**config.mk**
```make
export PLATFORM = sky130hd
export DESIGN_NAME = color_key_span_extract
export DESIGN_NICKNAME = d
export VERILOG_FILES = /design/src/rtl/ckse_pkg.sv /design/src/rtl/ckse_key_match.sv /design/src/rtl/ckse_out_fifo.sv /design/src/rtl/color_key_span_extract.sv
export SDC_FILE = /design/constraint.sdc
export NUM_CORES = 1
export LEC_CHECK = 0
export BUFFER_PORTS_ARGS = -buffer_cell sky130_fd_sc_hd__buf_2
export CAP_MARGIN = 20
export CORE_MARGIN = 5
export CORE_UTILIZATION = 55
export CTS_CLUSTER_SIZE = 10
export DETAILED_ROUTE_END_ITERATION = 10
export PLACE_DENSITY = 0.83
export SETUP_SLACK_MARGIN = 0.15
export SLEW_MARGIN = 10
export SYNTH_ARGS = -nofsm -noshare
export SYNTH_HDL_FRONTEND = slang
export SYNTH_SLANG_ARGS = --single-unit
```
**constraint.sdc**
```tcl
create_clock -name aclk -period 6.86 [get_ports aclk]
set_clock_uncertainty 0.2 [all_clocks]
set_input_delay 1.372 -clock aclk [delete_from_list [all_inputs] [get_ports aclk]]
set_output_delay 1.372 -clock aclk [all_outputs]
set_load 0.05 [all_outputs]
```
**src/rtl/ckse_pkg.sv**
```systemverilog
// Shared types and constants for the colour key span extractor.
// Holds the result record, register map codes and pixel format codes.
// No dependencies.
package ckse_pkg;

    // Fixed field widths of the result record
    localparam int EDGE_W  = 13;
    localparam int COUNT_W = 24;

    // Register map (index = byte address / 4)
    localparam int          APB_ADDR_W = 5;
    localparam logic [2:0]  REG_KEY    = 3'd0;
    localparam logic [2:0]  REG_FORMAT = 3'd1;
    localparam logic [2:0]  REG_INVERT = 3'd2;
    localparam logic [2:0]  REG_WIDTH  = 3'd3;
    localparam logic [2:0]  REG_HEIGHT = 3'd4;

    // Pixel format codes
    localparam logic [1:0] FMT_RGB555 = 2'd0;
    localparam logic [1:0] FMT_BGR24  = 2'd1;
    localparam logic [1:0] FMT_BGRX32 = 2'd2;

    // Result kinds
    localparam logic KIND_SPAN    = 1'b0;
    localparam logic KIND_SUMMARY = 1'b1;

    // Register reset values
    localparam logic [23:0]       KEY_RST    = 24'h000000;
    localparam logic [1:0]        FORMAT_RST = FMT_BGRX32;
    localparam logic              INVERT_RST = 1'b0;
    localparam logic [EDGE_W-1:0] WIDTH_RST  = 13'd4096;
    localparam logic [EDGE_W-1:0] HEIGHT_RST = 13'd4096;

    // Output queue geometry
    localparam int OUT_DEPTH = 4;
    localparam int OUT_PTR_W = 2;
    localparam int OUT_CNT_W = 3;

    typedef struct packed {
        logic               item_kind;
        logic [EDGE_W-1:0]  left_edge;
        logic [EDGE_W-1:0]  top_edge;
        logic [EDGE_W-1:0]  right_edge;
        logic [EDGE_W-1:0]  bottom_edge;
        logic [COUNT_W-1:0] span_total;
        logic               last;
    } result_t;

    // Key colour reduced to 5 bits per channel, bit 15 clear
    function automatic logic [15:0] key_to_555(input logic [23:0] key);
        return {1'b0, key[23:19], key[15:11], key[7:3]};
    endfunction

endpackage

```
**src/rtl/ckse_key_match.sv**
```systemverilog
// Pixel against key colour compare for the span extractor.
// Depends on ckse_pkg for format codes and the 555 key reduction.
module ckse_key_match (
    input  logic [31:0] pixel_word,
    input  logic [23:0] key_color,
    input  logic [1:0]  pixel_format,
    output logic        is_key
);
    import ckse_pkg::*;

    logic [15:0] key_555;

    assign key_555 = key_to_555(key_color);

    // 555 compares all 16 bits (bit 15 set never matches); others compare R, G, B
    always_comb begin
        unique case (pixel_format)
            FMT_RGB555: is_key = (pixel_word[15:0] == key_555);
            FMT_BGR24:  is_key = (pixel_word[23:0] == key_color);
            FMT_BGRX32: is_key = (pixel_word[23:0] == key_color);
            default:    is_key = (pixel_word[23:0] == key_color);
        endcase
    end

endmodule

```
**src/rtl/ckse_out_fifo.sv**
```systemverilog
// Result queue for the span extractor: takes up to two results a cycle,
// hands out one a cycle on a valid/ready channel.
// Depends on ckse_pkg for result_t and the queue geometry.
module ckse_out_fifo (
    input  logic              aclk,
    input  logic              aresetn,
    input  logic [1:0]        push_cnt,
    input  ckse_pkg::result_t push_data0,
    input  ckse_pkg::result_t push_data1,
    output logic              has_room,
    output logic              m_valid,
    input  logic              m_ready,
    output ckse_pkg::result_t m_data
);
    import ckse_pkg::*;

    result_t                mem_reg [OUT_DEPTH];
    logic [OUT_PTR_W-1:0]   wr_ptr_reg, wr_ptr_next;
    logic [OUT_PTR_W-1:0]   rd_ptr_reg, rd_ptr_next;
    logic [OUT_CNT_W-1:0]   count_reg, count_next;
    logic                   pop;

    assign m_valid  = (count_reg != '0);
    assign m_data   = mem_reg[rd_ptr_reg];
    assign pop      = m_valid & m_ready;
    // room for a worst-case pair whatever the consumer does this cycle
    assign has_room = (count_reg <= OUT_CNT_W'(OUT_DEPTH - 2));

    // storage, no reset needed
    always_ff @(posedge aclk) begin
        if (push_cnt != 2'd0) begin
            mem_reg[wr_ptr_reg] <= push_data0;
        end
        if (push_cnt == 2'd2) begin
            mem_reg[wr_ptr_reg + OUT_PTR_W'(1)] <= push_data1;
        end
    end

    // pointers and fill level
    always_comb begin
        wr_ptr_next = wr_ptr_reg + OUT_PTR_W'(push_cnt);
        rd_ptr_next = rd_ptr_reg + OUT_PTR_W'(pop);
        count_next  = count_reg + OUT_CNT_W'(push_cnt) - OUT_CNT_W'(pop);
    end

    always_ff @(posedge aclk) begin
        if (!aresetn) begin
            wr_ptr_reg <= '0;
            rd_ptr_reg <= '0;
            count_reg  <= '0;
        end else begin
            wr_ptr_reg <= wr_ptr_next;
            rd_ptr_reg <= rd_ptr_next;
            count_reg  <= count_next;
        end
    end

endmodule

```
**src/rtl/color_key_span_extract.sv**
```systemverilog
// Colour key span extractor, top level. A result enters the result queue on its
// pixel transaction and is offered on m_ from there. Throughput: one pixel per
// cycle while s_ready is high; a pixel that closes a span and ends the frame
// yields two results into the four-entry queue (s_ready low while it holds > 2).
// Reset (aresetn, synchronous, active low) restores registers and starts a new
// frame. Depends on ckse_pkg, ckse_key_match and ckse_out_fifo.
module color_key_span_extract #(
    parameter int MAX_WIDTH  = 4096,
    parameter int MAX_HEIGHT = 4096
) (
    input  logic                               aclk,
    input  logic                               aresetn,
    // configuration port
    input  logic                               psel,
    input  logic                               penable,
    input  logic                               pwrite,
    input  logic [ckse_pkg::APB_ADDR_W-1:0]    paddr,
    input  logic [31:0]                        pwdata,
    output logic [31:0]                        prdata,
    output logic                               pready,
    // pixel input
    input  logic                               s_valid,
    output logic                               s_ready,
    input  logic [31:0]                        s_pixel_word,
    // result output
    output logic                               m_valid,
    input  logic                               m_ready,
    output logic                               m_item_kind,
    output logic [ckse_pkg::EDGE_W-1:0]        m_left_edge,
    output logic [ckse_pkg::EDGE_W-1:0]        m_top_edge,
    output logic [ckse_pkg::EDGE_W-1:0]        m_right_edge,
    output logic [ckse_pkg::EDGE_W-1:0]        m_bottom_edge,
    output logic [ckse_pkg::COUNT_W-1:0]       m_span_total,
    output logic                               m_last
);
    import ckse_pkg::*;

    localparam int CW   = $clog2(MAX_WIDTH + 1);
    localparam int RW   = $clog2(MAX_HEIGHT + 1);
    localparam int WCMP = (CW > EDGE_W) ? CW : EDGE_W;
    localparam int HCMP = (RW > EDGE_W) ? RW : EDGE_W;

    // configuration registers
    logic [23:0]       key_reg;
    logic [1:0]        format_reg;
    logic              invert_reg;
    logic [EDGE_W-1:0] width_reg;
    logic [EDGE_W-1:0] height_reg;

    // frame state
    logic [CW-1:0]      column_reg, column_next;
    logic [RW-1:0]      row_reg, row_next;
    logic               run_open_reg, run_open_next;
    logic [CW-1:0]      run_start_reg, run_start_next;
    logic [CW-1:0]      bound_left_reg, bound_left_next;
    logic [RW-1:0]      bound_top_reg, bound_top_next;
    logic [CW-1:0]      bound_right_reg, bound_right_next;
    logic [RW-1:0]      bound_bottom_reg, bound_bottom_next;
    logic [COUNT_W-1:0] span_count_reg, span_count_next;

    logic               cfg_write;
    logic [2:0]         cfg_index;
    logic               accept;
    logic               is_key;
    logic               in_span;
    logic [WCMP-1:0]    width_ext;
    logic [HCMP-1:0]    height_ext;
    logic [CW-1:0]      width_eff;
    logic [RW-1:0]      height_eff;
    logic [CW-1:0]      col_inc;
    logic [RW-1:0]      row_inc;
    logic               row_end;
    logic               frame_end;
    logic               span_emit;
    logic [CW-1:0]      span_start;
    logic [CW-1:0]      span_end;
    logic [1:0]         push_cnt;
    logic               has_room;
    result_t            span_res;
    result_t            summary_res;
    result_t            push_data0;
    result_t            push_data1;
    result_t            out_res;

    // ---------------- configuration port ----------------
    assign pready    = 1'b1;
    assign cfg_write = psel & penable & pwrite & pready;
    assign cfg_index = paddr[APB_ADDR_W-1:2];

    always_ff @(posedge aclk) begin
        if (!aresetn) begin
            key_reg    <= KEY_RST;
            format_reg <= FORMAT_RST;
            invert_reg <= INVERT_RST;
            width_reg  <= WIDTH_RST;
            height_reg <= HEIGHT_RST;
        end else if (cfg_write) begin
            if (cfg_index == REG_KEY)    key_reg    <= pwdata[23:0];
            if (cfg_index == REG_FORMAT) format_reg <= pwdata[1:0];
            if (cfg_index == REG_INVERT) invert_reg <= pwdata[0];
            if (cfg_index == REG_WIDTH)  width_reg  <= pwdata[EDGE_W-1:0];
            if (cfg_index == REG_HEIGHT) height_reg <= pwdata[EDGE_W-1:0];
        end
    end

    // register readback
    always_comb begin
        unique case (cfg_index)
            REG_KEY:    prdata = {8'd0, key_reg};
            REG_FORMAT: prdata = {30'd0, format_reg};
            REG_INVERT: prdata = {31'd0, invert_reg};
            REG_WIDTH:  prdata = {{(32 - EDGE_W){1'b0}}, width_reg};
            REG_HEIGHT: prdata = {{(32 - EDGE_W){1'b0}}, height_reg};
            default:    prdata = 32'd0;
        endcase
    end

    // ---------------- effective frame size ----------------
    // zero acts as one, anything above the maximum is clamped
    assign width_ext  = WCMP'(width_reg);
    assign height_ext = HCMP'(height_reg);

    always_comb begin
        if (width_ext == '0)
            width_eff = CW'(1);
        else if (width_ext > WCMP'(MAX_WIDTH))
            width_eff = CW'(MAX_WIDTH);
        else
            width_eff = CW'(width_ext);

        if (height_ext == '0)
            height_eff = RW'(1);
        else if (height_ext > HCMP'(MAX_HEIGHT))
            height_eff = RW'(MAX_HEIGHT);
        else
            height_eff = RW'(height_ext);
    end

    // ---------------- pixel classification ----------------
    ckse_key_match u_key_match (
        .pixel_word   (s_pixel_word),
        .key_color    (key_reg),
        .pixel_format (format_reg),
        .is_key       (is_key)
    );

    assign in_span = ~(is_key ^ invert_reg);
    assign accept = s_valid & s_ready;
    assign s_ready = has_room;

    // ---------------- span and frame tracking ----------------
    assign col_inc   = column_reg + CW'(1);
    assign row_inc   = row_reg + RW'(1);
    assign row_end   = (col_inc >= width_eff);
    assign frame_end = row_end & ~(row_inc < height_eff);

    // an inside pixel closes its run only at row end; an outside one closes an open run
    assign span_emit  = in_span ? row_end : run_open_reg;
    assign span_start = run_open_reg ? run_start_reg : column_reg;
    assign span_end   = in_span ? col_inc : column_reg;

    always_comb begin
        bound_left_next   = bound_left_reg;
        bound_top_next    = bound_top_reg;
        bound_right_next  = bound_right_reg;
        bound_bottom_next = bound_bottom_reg;
        span_count_next   = span_count_reg;
        if (span_emit) begin
            if (span_start < bound_left_reg)  bound_left_next   = span_start;
            if (row_reg < bound_top_reg)      bound_top_next    = row_reg;
            if (span_end > bound_right_reg)   bound_right_next  = span_end;
            if (row_inc > bound_bottom_reg)   bound_bottom_next = row_inc;
            span_count_next = span_count_reg + COUNT_W'(1);
        end

        run_open_next  = in_span & ~row_end;
        run_start_next = (in_span & ~run_open_reg) ? column_reg : run_start_reg;
        column_next    = row_end ? '0 : col_inc;
        row_next       = row_end ? row_inc : row_reg;
    end

    always_ff @(posedge aclk) begin
        if (!aresetn) begin
            column_reg       <= '0;
            row_reg          <= '0;
            run_open_reg     <= 1'b0;
            run_start_reg    <= '0;
            bound_left_reg   <= CW'(MAX_WIDTH);
            bound_top_reg    <= RW'(MAX_HEIGHT);
            bound_right_reg  <= '0;
            bound_bottom_reg <= '0;
            span_count_reg   <= '0;
        end else if (accept) begin
            if (frame_end) begin
                // start the next frame from the sentinels
                column_reg       <= '0;
                row_reg          <= '0;
                run_open_reg     <= 1'b0;
                run_start_reg    <= '0;
                bound_left_reg   <= CW'(MAX_WIDTH);
                bound_top_reg    <= RW'(MAX_HEIGHT);
                bound_right_reg  <= '0;
                bound_bottom_reg <= '0;
                span_count_reg   <= '0;
            end else begin
                column_reg       <= column_next;
                row_reg          <= row_next;
                run_open_reg     <= run_open_next;
                run_start_reg    <= run_start_next;
                bound_left_reg   <= bound_left_next;
                bound_top_reg    <= bound_top_next;
                bound_right_reg  <= bound_right_next;
                bound_bottom_reg <= bound_bottom_next;
                span_count_reg   <= span_count_next;
            end
        end
    end

    // ---------------- result records ----------------
    always_comb begin
        span_res.item_kind   = KIND_SPAN;
        span_res.left_edge   = EDGE_W'(span_start);
        span_res.top_edge    = EDGE_W'(row_reg);
        span_res.right_edge  = EDGE_W'(span_end);
        span_res.bottom_edge = EDGE_W'(row_inc);
        span_res.span_total  = span_count_next;
        span_res.last        = ~frame_end;

        summary_res.item_kind   = KIND_SUMMARY;
        summary_res.left_edge   = EDGE_W'(bound_left_next);
        summary_res.top_edge    = EDGE_W'(bound_top_next);
        summary_res.right_edge  = EDGE_W'(bound_right_next);
        summary_res.bottom_edge = EDGE_W'(bound_bottom_next);
        summary_res.span_total  = span_count_next;
        summary_res.last        = 1'b1;

        push_data0 = span_emit ? span_res : summary_res;
        push_data1 = summary_res;

        if (accept)
            push_cnt = 2'(span_emit) + 2'(frame_end);
        else
            push_cnt = 2'd0;
    end

    ckse_out_fifo u_out_fifo (
        .aclk       (aclk),
        .aresetn    (aresetn),
        .push_cnt   (push_cnt),
        .push_data0 (push_data0),
        .push_data1 (push_data1),
        .has_room   (has_room),
        .m_valid    (m_valid),
        .m_ready    (m_ready),
        .m_data     (out_res)
    );

    assign m_item_kind   = out_res.item_kind;
    assign m_left_edge   = out_res.left_edge;
    assign m_top_edge    = out_res.top_edge;
    assign m_right_edge  = out_res.right_edge;
    assign m_bottom_edge = out_res.bottom_edge;
    assign m_span_total  = out_res.span_total;
    assign m_last        = out_res.last;

endmodule
```
==> flow_results.org <==
** Synthesis
- The synthesized design contains 304 enable-type register cells.
- For this run, the leading register cell type out of synthesis is edfxtp_1.
- Multiplexer area fraction after synthesis :: 7.66%
- Summing the areas of all xor and xnor instances in the mapped netlist gives approximately 3.4% of the synthesized area.
- The synthesized design spends more area on one cell type than any other, namely edfxtp_1.
- In the synthesized netlist, the number of instances is 2420.
- Synthesized-area fraction occupied by ao, oa, aoi and oai cells :: roughly 18%
- After Yosys synthesis, and, or, nand and nor cells account for 13.2% of the synthesized area.
- Mean area per synthesized cell :: around 11 um^2
- Of the total synthesized cell area, the portion taken by full adders, half adders and majority gates is 4.11%.
- Of all flip-flops after synthesis, the portion carrying an async set or reset was 0%.
- After synthesis, the most frequently instantiated cells are edfxtp_1 (304), nand2_1 (197), dfxtp_1 (184).
- Main combinational cell family by area after synthesis :: compound AO/OA/AOI/OAI gates
- #FFs+latches synth :: roughly 500
- Among all cell types in the netlist, the one instantiated most often is edfxtp_1.
- After synthesis, flip-flops and latches occupy approximately 49% of the total area.
- The number of different library cells used by synthesis comes to 70.
- Ranking of synthesized cells by area :: edfxtp_1 (35%), dfxtp_1 (14%), mux4_2 (6.7%)
- The mapped netlist covers approximately 26000 um^2.
- The top cell type by area accounts for a little over a third of the synthesized area.
- Yosys printed 0 warnings.

** CTS
- Latest clock arrival within the worst-skew pair :: about 0.64 ns
- Clock tree synthesis found a total of a little under 500 sinks.
- The clock passes through at most 3 buffers.
- TritonCTS built the clock tree.
- CTS buffer count :: 55
- Post-CTS resize count :: 0
- After clock tree synthesis, the clock-pin slew on the worst setup and hold paths is 0.06 ns.
- The H-tree was split into 2 levels.
- CTS Root Cell :: clkbuf_16
- The number of hold buffers added after CTS was 0.
- Once the clock tree was built, the setup fixing pass inserted 0 buffers.

** Setup path
- In this run the worst path has a maximum fanout of 16.
- Reg-to-reg slack, setup :: about 0.5 ns
- Data on the critical path is required at its endpoint by approximately 7.1 ns.
- Last element of the critical path :: u_out_fifo.mem_reg[1][47]
- The critical path starts at row_reg[3].
- STA classifies the critical path endpoint as a register.
- The number of cells on the worst reg-to-reg path is 18.
- The worst setup path is launched from a register.
- In this run the critical register-to-register path is captured at u_out_fifo.mem_reg[1][47].
- Startpoint of the worst-slack reg-to-reg timing path :: row_reg[3]
- The critical path is of the reg -> reg type.
- Data arrives at the worst endpoint at ~6.6 ns.

** Detailed routing
- Detailed Route WL :: 72.5 mm
- Once detail routing completed, the nets flagged for antenna violations numbered 0.
- In this run, the number of DRC markers left after iteration 0 of detailed routing was just over 3000.
- The routed layout has between 20000 and 25000 vias.
- In the routed layout, each cell is associated on average with a via count of around 6.7.
- Drt wl/cell :: around 23 um
- Number of detailed-route iterations in the first pass :: 7
- After detailed routing, the number of remaining DRC violations is 0.

** Layout
- Final design area excluding fillers :: approximately 29000 um^2
- The register with the most flip-flops in the layout has around 310 of them.
- Core occupancy in the finished layout :: ~62%
- In the final layout, the share of cells above drive strength 1 is 16.5%.
- After the last flow step, the layout net total stands at roughly 2700.
- Syn-to-layout area delta :: 11.5%

** Timing
- The number of hold violations in the final report was 0.
- Period minus WS final :: between 6 and 7 ns
- Worst slew slack as a fraction of its limit :: approximately 26%
- The max-slew violation total from the final report is 0.
- Timing would allow up to between 150 and 200 MHz.
- Setup repair after global routing left no endpoint under its margin.
- Transition at the pin with the smallest max-transition slack :: 1.12 ns
- Worst Hold Slack :: ~0.28 ns
- Sum of negative setup slack :: 0 ns
- The worst path uses 92.6% of the clock period.
- Final Setup Violations :: 0
- Once routing completed, OpenROAD measured the worst setup slack at about 0.5 ns.

** Die
- Initial core utilization :: approximately 56%
- Die outline area :: between 50000 and 60000 um^2
- The die is 228 um tall.
- After floorplanning, the core was sized to cover approximately 47000 um^2.
- Pin placement for this block handled between 150 and 200 I/O pins.
- The floorplan step set the die width to approximately 230 um.
- Row Count :: between 70 and 80

** Placement
- Detailed placement ended at an HPWL of between 40 and 50 mm.
- Placed Instance Area :: about 27000 um^2
- At the end of routability-driven placement, the weighted congestion stood at 0.897.
- Port Buffer Count :: between 150 and 200
- Worst setup slack after placement :: between 0.5 and 0.6 ns

** GRT
- The total overflow left after global routing is 0.
- The initial antenna violation count was 3.
- Global routing used a little over a quarter of the available tracks.
- Vias in the first global route :: 20900
- Pin count of the biggest net entering global routing :: 81
- The first global-routing pass estimated around 110 mm of wire.

** Outcome
- Result of the run :: completed

** Flow run
- Max-cap violations in this run came to 0.

** Worst hold path
- Worst hold-check path type :: reg -> reg

** Pwr
- For this design the static power due to leakage is about 11 nW.
- Worst VDD drop :: around 200 uV
- Power spread over the standard cell area amounts to ~240 nW/um^2.
## cells by family after synthesis
family                     after synthesis
and+or+nand+nor                        701
AOI/OAI and AO/OA                      630
DFF                                    488
buffers and inverters                  312
muxes                                  102
xor gates and xnor gates               100
adders and majority gates               85
other                                    2
## through the flow
| stage | cells | power (W) |
|---|---|---|
| final | 3154 | 0.00688 |
| after global routing | 3153 | 0.00712 |
| after CTS | 3150 | 0.00691 |
| after detailed placement | 3047 | 0.00425 |
| after global placement | 3045 | 0.00423 |
| after floorplan | 2427 | 0.00398 |
## cell usage in the layout (no fill, tap or decap), types with 33 or more instances in the layout
| cell type | count |
|---|---|
| dfxtp_1 | 182 |
| buf_2 | 162 |
| a21boi_0 | 52 |
| a22o_1 | 62 |
| xor2_1 | 35 |
| xnor2_1 | 65 |
| nand3_1 | 98 |
| ha_1 | 84 |
| o2bb2ai_1 | 124 |
| a21oi_1 | 66 |
| mux4_2 | 78 |
| buf_4 | 72 |
| edfxtp_1 | 304 |
| nor2b_1 | 33 |
| inv_1 | 86 |
| clkbuf_16 | 55 |
| nand2_1 | 196 |
| nand4_1 | 79 |
| o21ai_0 | 65 |
| a22oi_1 | 82 |
| nor2_1 | 142 |
| clkbuf_1 | 43 |
| o211ai_1 | 59 |
## layout make-up
class | count | area [um^2]
multi-input combinational | 1627 | 12100
sequential | 488 | 12800
antenna | 1 | 2.50
timing repair buffer | 237 | 1400
fill | 3561 | 17700
clock buffer | 98 | 1540
clock inverter | 5 | 76.3
tap | 607 | 759
inverter | 91 | 357
## worst max-delay path: stages, from the launching register on
cell and delay (ns):
dfxtp_1 0.70, and3_1 0.26, and3_1 0.28, nand3_1 0.19, nor2_1 0.19, xnor2_1 0.38, inv_1 0.22, ha_1 0.36
nand4_1 0.10, or2_2 0.30, o221a_2 0.36, nor2_1 0.23, ha_1 0.42, o21ai_1 0.23, or2_2 0.50, nor3_2 0.27
buf_4 0.38, a21o_1 0.41, a22o_1 0.21
## metal layers
| layer | routed length (um) | up-vias | global-route usage [%] |
|---|---|---|---|
| met1 | 27400 | 10100 | 35.5 |
| met3 | 8220 | 234 | 6.78 |
| met2 | 34000 | 1358 | 43.8 |
| met5 | 21 | - | 0 |
| li1 | - | 9332 | - |
| met4 | 2790 | 4 | 10.3 |
## how the worst min path moves through the flow
stage	startpoint	to	slack, ns	cells after the start
2_1_floorplan	u_out_fifo.mem_reg[2][0]	u_out_fifo.mem_reg[2][0]	0.23	1
3_3_place_gp	u_out_fifo.mem_reg[3][0]	u_out_fifo.mem_reg[3][0]	0.24	1
3_5_place_dp	u_out_fifo.mem_reg[2][0]	u_out_fifo.mem_reg[2][0]	0.25	1
4_1_cts	u_out_fifo.mem_reg[2][0]	u_out_fifo.mem_reg[2][0]	0.27	1
5_1_grt	u_out_fifo.mem_reg[3][0]	u_out_fifo.mem_reg[3][0]	0.29	1
6_report	u_out_fifo.mem_reg[2][0]	u_out_fifo.mem_reg[2][0]	0.28	1
## power breakdown
| group | total, W | internal, W | switching [W] |
|---|---|---|---|
| Combinational | 0.000982 | 0.000353 | 0.000629 |
| Sequential | 0.00321 | 0.00311 | 0.0000966 |
| Clock | 0.00269 | 0.00151 | 0.00118 |
(Power assumes the default switching activity.)
